$ cat src/design/tcc_pkg.sv
// shared widths, latencies and types of the triangle circumcenter unit
package tcc_pkg;

   // coordinate format of the stream fields
   localparam int COORD_W = 32;

   // chunk size of the pipelined multipliers
   localparam int CHUNK_W = 32;
   // register stages through one multiplier
   localparam int MUL_LAT = 4;

   // internal word sizes
   localparam int DIFF_W = COORD_W + 1;
   localparam int PROD_W = 2 * DIFF_W;
   localparam int NORM_W = PROD_W + 1;
   localparam int SQ_W   = PROD_W + 1;
   localparam int A_W    = SQ_W + DIFF_W + 1;
   localparam int CR_W   = A_W + NORM_W + 1;
   localparam int DEN_W  = 2 * NORM_W + 1;
   localparam int QUO_W  = COORD_W + 1;
   localparam int REM_W  = ((CR_W > DEN_W + QUO_W) ? CR_W : DEN_W + QUO_W) + 1;

   // bit positions in the result tuser
   localparam int USER_DEGENERATE = 0;
   localparam int USER_SATURATED  = 1;

endpackage

$ cat src/design/tcc_mul.sv
// pipelined signed multiplier built from chunk partial products
module tcc_mul
   import tcc_pkg::*;
#(
   parameter int A_WIDTH = 32,
   parameter int B_WIDTH = 32
) (
   input  logic                              clock,
   input  logic                              en,
   input  logic signed [A_WIDTH-1:0]         a,
   input  logic signed [B_WIDTH-1:0]         b,
   output logic signed [A_WIDTH+B_WIDTH-1:0] p
);

   localparam int NA    = (A_WIDTH + CHUNK_W - 1) / CHUNK_W;
   localparam int NB    = (B_WIDTH + CHUNK_W - 1) / CHUNK_W;
   localparam int PAD_A = NA * CHUNK_W;
   localparam int PAD_B = NB * CHUNK_W;
   localparam int P_W   = A_WIDTH + B_WIDTH;
   localparam int S_W   = (NA + NB) * CHUNK_W;

   logic [PAD_A-1:0]     am_ff;
   logic [PAD_B-1:0]     bm_ff;
   logic                 neg1_ff, neg2_ff, neg3_ff;
   logic [2*CHUNK_W-1:0] pp_ff [NA*NB];
   logic [P_W-1:0]       sum_ff;
   logic [P_W-1:0]       p_ff;
   logic [A_WIDTH-1:0]   a_abs;
   logic [B_WIDTH-1:0]   b_abs;
   logic [S_W-1:0]       acc;

   // magnitudes of the operands
   always_comb begin
      a_abs = a[A_WIDTH-1] ? A_WIDTH'(-a) : A_WIDTH'(a);
      b_abs = b[B_WIDTH-1] ? B_WIDTH'(-b) : B_WIDTH'(b);
   end

   // shifted sum of the partial products
   always_comb begin
      acc = '0;
      for (int i = 0; i < NA; i++) begin
         for (int j = 0; j < NB; j++) begin
            acc = acc + (S_W'(pp_ff[i*NB+j]) << (CHUNK_W * (i + j)));
         end
      end
   end

   // four stages: magnitude, partials, sum, sign
   always_ff @(posedge clock) begin
      if (en) begin
         am_ff   <= PAD_A'(a_abs);
         bm_ff   <= PAD_B'(b_abs);
         neg1_ff <= a[A_WIDTH-1] ^ b[B_WIDTH-1];
         for (int i = 0; i < NA; i++) begin
            for (int j = 0; j < NB; j++) begin
               pp_ff[i*NB+j] <= am_ff[i*CHUNK_W +: CHUNK_W] * bm_ff[j*CHUNK_W +: CHUNK_W];
            end
         end
         neg2_ff <= neg1_ff;
         sum_ff  <= acc[P_W-1:0];
         neg3_ff <= neg2_ff;
         p_ff    <= neg3_ff ? -sum_ff : sum_ff;
      end
   end

   assign p = $signed(p_ff);

endmodule

$ cat config.mk
export PLATFORM = sky130hd
export DESIGN_NAME = tcc_mul
export DESIGN_NICKNAME = d
export VERILOG_FILES = /design/src/design/tcc_pkg.sv /design/src/design/tcc_mul.sv
export SDC_FILE = /design/constraint.sdc
export NUM_CORES = 2
export LEC_CHECK = 0
export ABC_AREA = 1
export BUFFER_PORTS_ARGS = -buffer_cell sky130_fd_sc_hd__buf_4
export CAP_MARGIN = 20
export CORE_ASPECT_RATIO = 0.75
export CORE_MARGIN = 1.5
export CORE_UTILIZATION = 28
export DETAILED_ROUTE_END_ITERATION = 8
export HOLD_SLACK_MARGIN = 0.1
export REMOVE_ABC_BUFFERS = 1
export SLEW_MARGIN = 20
export SYNTH_ARGS = -nofsm -noshare
export SYNTH_HDL_FRONTEND = slang
export SYNTH_SLANG_ARGS = --single-unit
$ cat constraint.sdc
create_clock -name clock -period 12.9 [get_ports clock]
set_input_delay 2.58 -clock clock [delete_from_list [all_inputs] [get_ports clock]]
set_output_delay 2.58 -clock clock [all_outputs]
set_load 0.01 [all_outputs]
==> impl_metrics.toml <==
[clock_tree]
cts-root-buf = "clkbuf_16"
numCtsBuffers = 27
cts_resized = 0
clock_sinks = 259
path_clk_slew_ns = 0.07
post_cts_buffers = 0
htreeDepth = 1
ctsHoldBuffers = 0
clock_path_buffers = 3
tritoncts = "done"
clock_latency_ns = 0.65

[sta]
slew_viol_final = 0
tns_ns = 0
slew-limit-headroom = 0.324
setup_viol = 0
fin_skew_ns = 0.0665
finalCritPeriodShare = 0.584
fmax_mhz = 133
hold_violations = 0
layout_min_cycle_time_ns = 7.53
worst_slew_pin_slew_ns = 1.01
layout_setup_ws_ns = 5.37
rsz0062_at_grt = "false"

[floorplanning]
die_w_um = 480
die_height_um = 360
core-area_sq_um = 168000
initial_core_util = 0.283
die_area_sq_um = 173000
ios = 130
fp-row-count = 130

[setup_path]
startpoint_type = "flop"
worst_ep_required_time_ns = 13.23
r2r_setup_slack_ns = 5.37
critical_path.slowest_cell = "edfxtp_1"
end_kind = "flop"
crit_start = "am_ff[25]"
critPathMaxFanout = 23
max_stage_delay_ns = 0.67
critPathKind = "flop to flop"
path_cells = "buf_4 -> nand2_1 -> fa_1 -> fa_1 -> fa_1 -> fa_1 -> inv_1 -> fa_1 -> fa_1 -> fa_1 -> inv_1 -> fa_1 -> inv_1 -> ha_1 -> nand2_1 -> nor2_1 -> and2_1 -> nand2_1 -> nor3_1 -> nand2_1 -> nand3_1 -> nand2_1"
r2r_end = "pp_ff[0][63]"
cpMostUsedCell = "fa_1"
timing.rr.start = "am_ff[25]"
endpoint = "pp_ff[0][63]"
reg2regPathDepth = 22
arrival_ns = 7.86

[logic_synthesis]
ys_seq_elements = 259
synthDistinctLibCells = 36
synth-seq-area-share = 0.163
postSynthCellCount = 6031
synth.cell_area_sq_um = 47700
synth.avg_cell_area_sq_um = 7.91
yosysWarnings = 0

[final_layout]
final_common_cell = "inv_1"
antenna_cells = 0
final_cell_mix = "inv_1 (1865), nand2_1 (1796), fa_1 (896)"
final_net_count = 7277
n_fill_cell = 17900
layout-drive-gt1-share = 0.0453
area_growth_pct = 9.33

[placement]
io_buffer_count = 129
dp_slack_ns = 5.45
dp_hpwl_mm = 118
gp_congestion = 0.940

[global_route]
grt_pass1_vias = 39100
grt_overflow = 0
grt_max_degree = 79
antenna_found_initial = 2
grt.total_usage = 0.176
grt_pass1_wl_mm = 233

[detailed_routing]
totalWireLength_mm = 151
vias_per_cell = 4.47
drt_first_pass_iters = 6
wl_per_cell_um = 18.2
drt-initial-drc-count = 3478
drc = 0
vias = 37200
detail-route-antenna-nets = 0

[status]
outcome = "complete, no violations"

[flow_run]
drv_cap = 0

[min_path]
holdCritPathClass = "flop to flop"
==> synthesized netlist by cell type <==
| library cell | number | area [sq um] |
|---|---|---|
| edfxtp_1 | 259 | 7780 |
| nor4_1 | 3 | 18.8 |
| o31ai_1 | 1 | 7.51 |
| o21bai_1 | 13 | 97.6 |
| nand2_2 | 4 | 25.0 |
| and2_1 | 3 | 18.8 |
| nand3b_1 | 2 | 15.0 |
| nand3_1 | 121 | 606 |
| nor3_1 | 26 | 130 |
| o21a_2 | 1 | 8.76 |
| o211ai_1 | 3 | 22.5 |
| a21boi_0 | 1 | 7.51 |
| inv_1 | 1865 | 7000 |
| buf_2 | 6 | 30.0 |
| or2_2 | 1 | 6.26 |
| xor2_1 | 108 | 946 |
| nand4_1 | 49 | 307 |
| clkbuf_1 | 202 | 758 |
| ha_1 | 266 | 3330 |
| nand2_1 | 1796 | 6740 |
| nand3_4 | 1 | 17.5 |
| o21ai_0 | 48 | 240 |
| o21ai_1 | 5 | 25.0 |
| o21ai_4 | 2 | 32.5 |
| inv_2 | 5 | 18.8 |
| nor2_1 | 243 | 912 |
| a31oi_1 | 5 | 31.3 |
| nor2_2 | 9 | 56.3 |
| a21oi_1 | 50 | 250 |
| and3_1 | 1 | 6.26 |
| nor3_2 | 1 | 10.0 |
| nor2_4 | 6 | 67.6 |
| xnor2_1 | 26 | 228 |
| fa_1 | 896 | 17900 |
| o21a_1 | 1 | 7.51 |
| o21ai_2 | 2 | 17.5 |
==> sequential cells by signal (all words and copies together) (netlist names) <==
register,cells
neg1_ff,1
p,64
sum_ff,64
bm_ff,32
pp_ff,64
am_ff,32
neg2_ff,1
neg3_ff,1
==> stage by stage <==
stage	instances	hold WS [ns]	cell area, sq um	utilization
6_report	8313	0.419	52200	0.310
5_1_grt	8313	0.429	52200	0.310
4_1_cts	8313	0.422	52200	0.310
3_5_place_dp	8264	0.405	51200	0.304
3_3_place_gp	8264	0.403	51200	0.304
2_1_floorplan	5823	0.400	46900	-
==> per-layer routing <==
layer / share of wire / global-route usage
met5: 0.00015 / 0
met4: 0.022 / 0.0352
met3: 0.11 / 0.0448
met1: 0.46 / 0.258
met2: 0.41 / 0.259
==> cells by family after synthesis <==
group           Yosys count  synth area share
simple gates           2266             0.187
flops                   259             0.163
compound gates          132            0.0157
xor+xnor                134            0.0246
fa+ha+maj              1162             0.446
buf+inv                2078             0.164
==> layout make-up <==
| class | instances | area [sq um] | share of cell area |
|---|---|---|---|
| Clock inverter | 20 | 260 | 0.00499 |
| Sequential cell | 259 | 7780 | 0.149 |
| Tap cell | 2244 | 2810 | 0.0538 |
| Inverter | 1870 | 7020 | 0.135 |
| Clock buffer | 29 | 683 | 0.0131 |
| Timing Repair Buffer | 197 | 1490 | 0.0285 |
| Multi-Input combinational cell | 3694 | 32100 | 0.616 |
==> worst min path at each step <==
stage | start | endpoint | slack, ns | depth (start not counted)
3_5_place_dp | pp_ff[0][12] | sum_ff[12] | 0.41 | 0
6_report | pp_ff[0][63] | sum_ff[63] | 0.42 | 0
5_1_grt | pp_ff[0][63] | sum_ff[63] | 0.43 | 0
3_3_place_gp | pp_ff[0][38] | sum_ff[38] | 0.40 | 0
4_1_cts | pp_ff[0][53] | sum_ff[53] | 0.42 | 0
2_1_floorplan | neg1_ff | neg2_ff | 0.40 | 0
==> worst max-delay path: cells and delay by family, from the launching register on <==
kind | cells | cell delay (ns)
adder cells (fa/ha/maj) | 9 | 4.49
AND/OR/NAND/NOR | 9 | 1.38
flip-flops | 1 | 0.67
buffers and inverters | 4 | 0.63
Power is not shown: default switching activity piles up to over one toggle a cycle in this logic, so the estimate is an artifact.
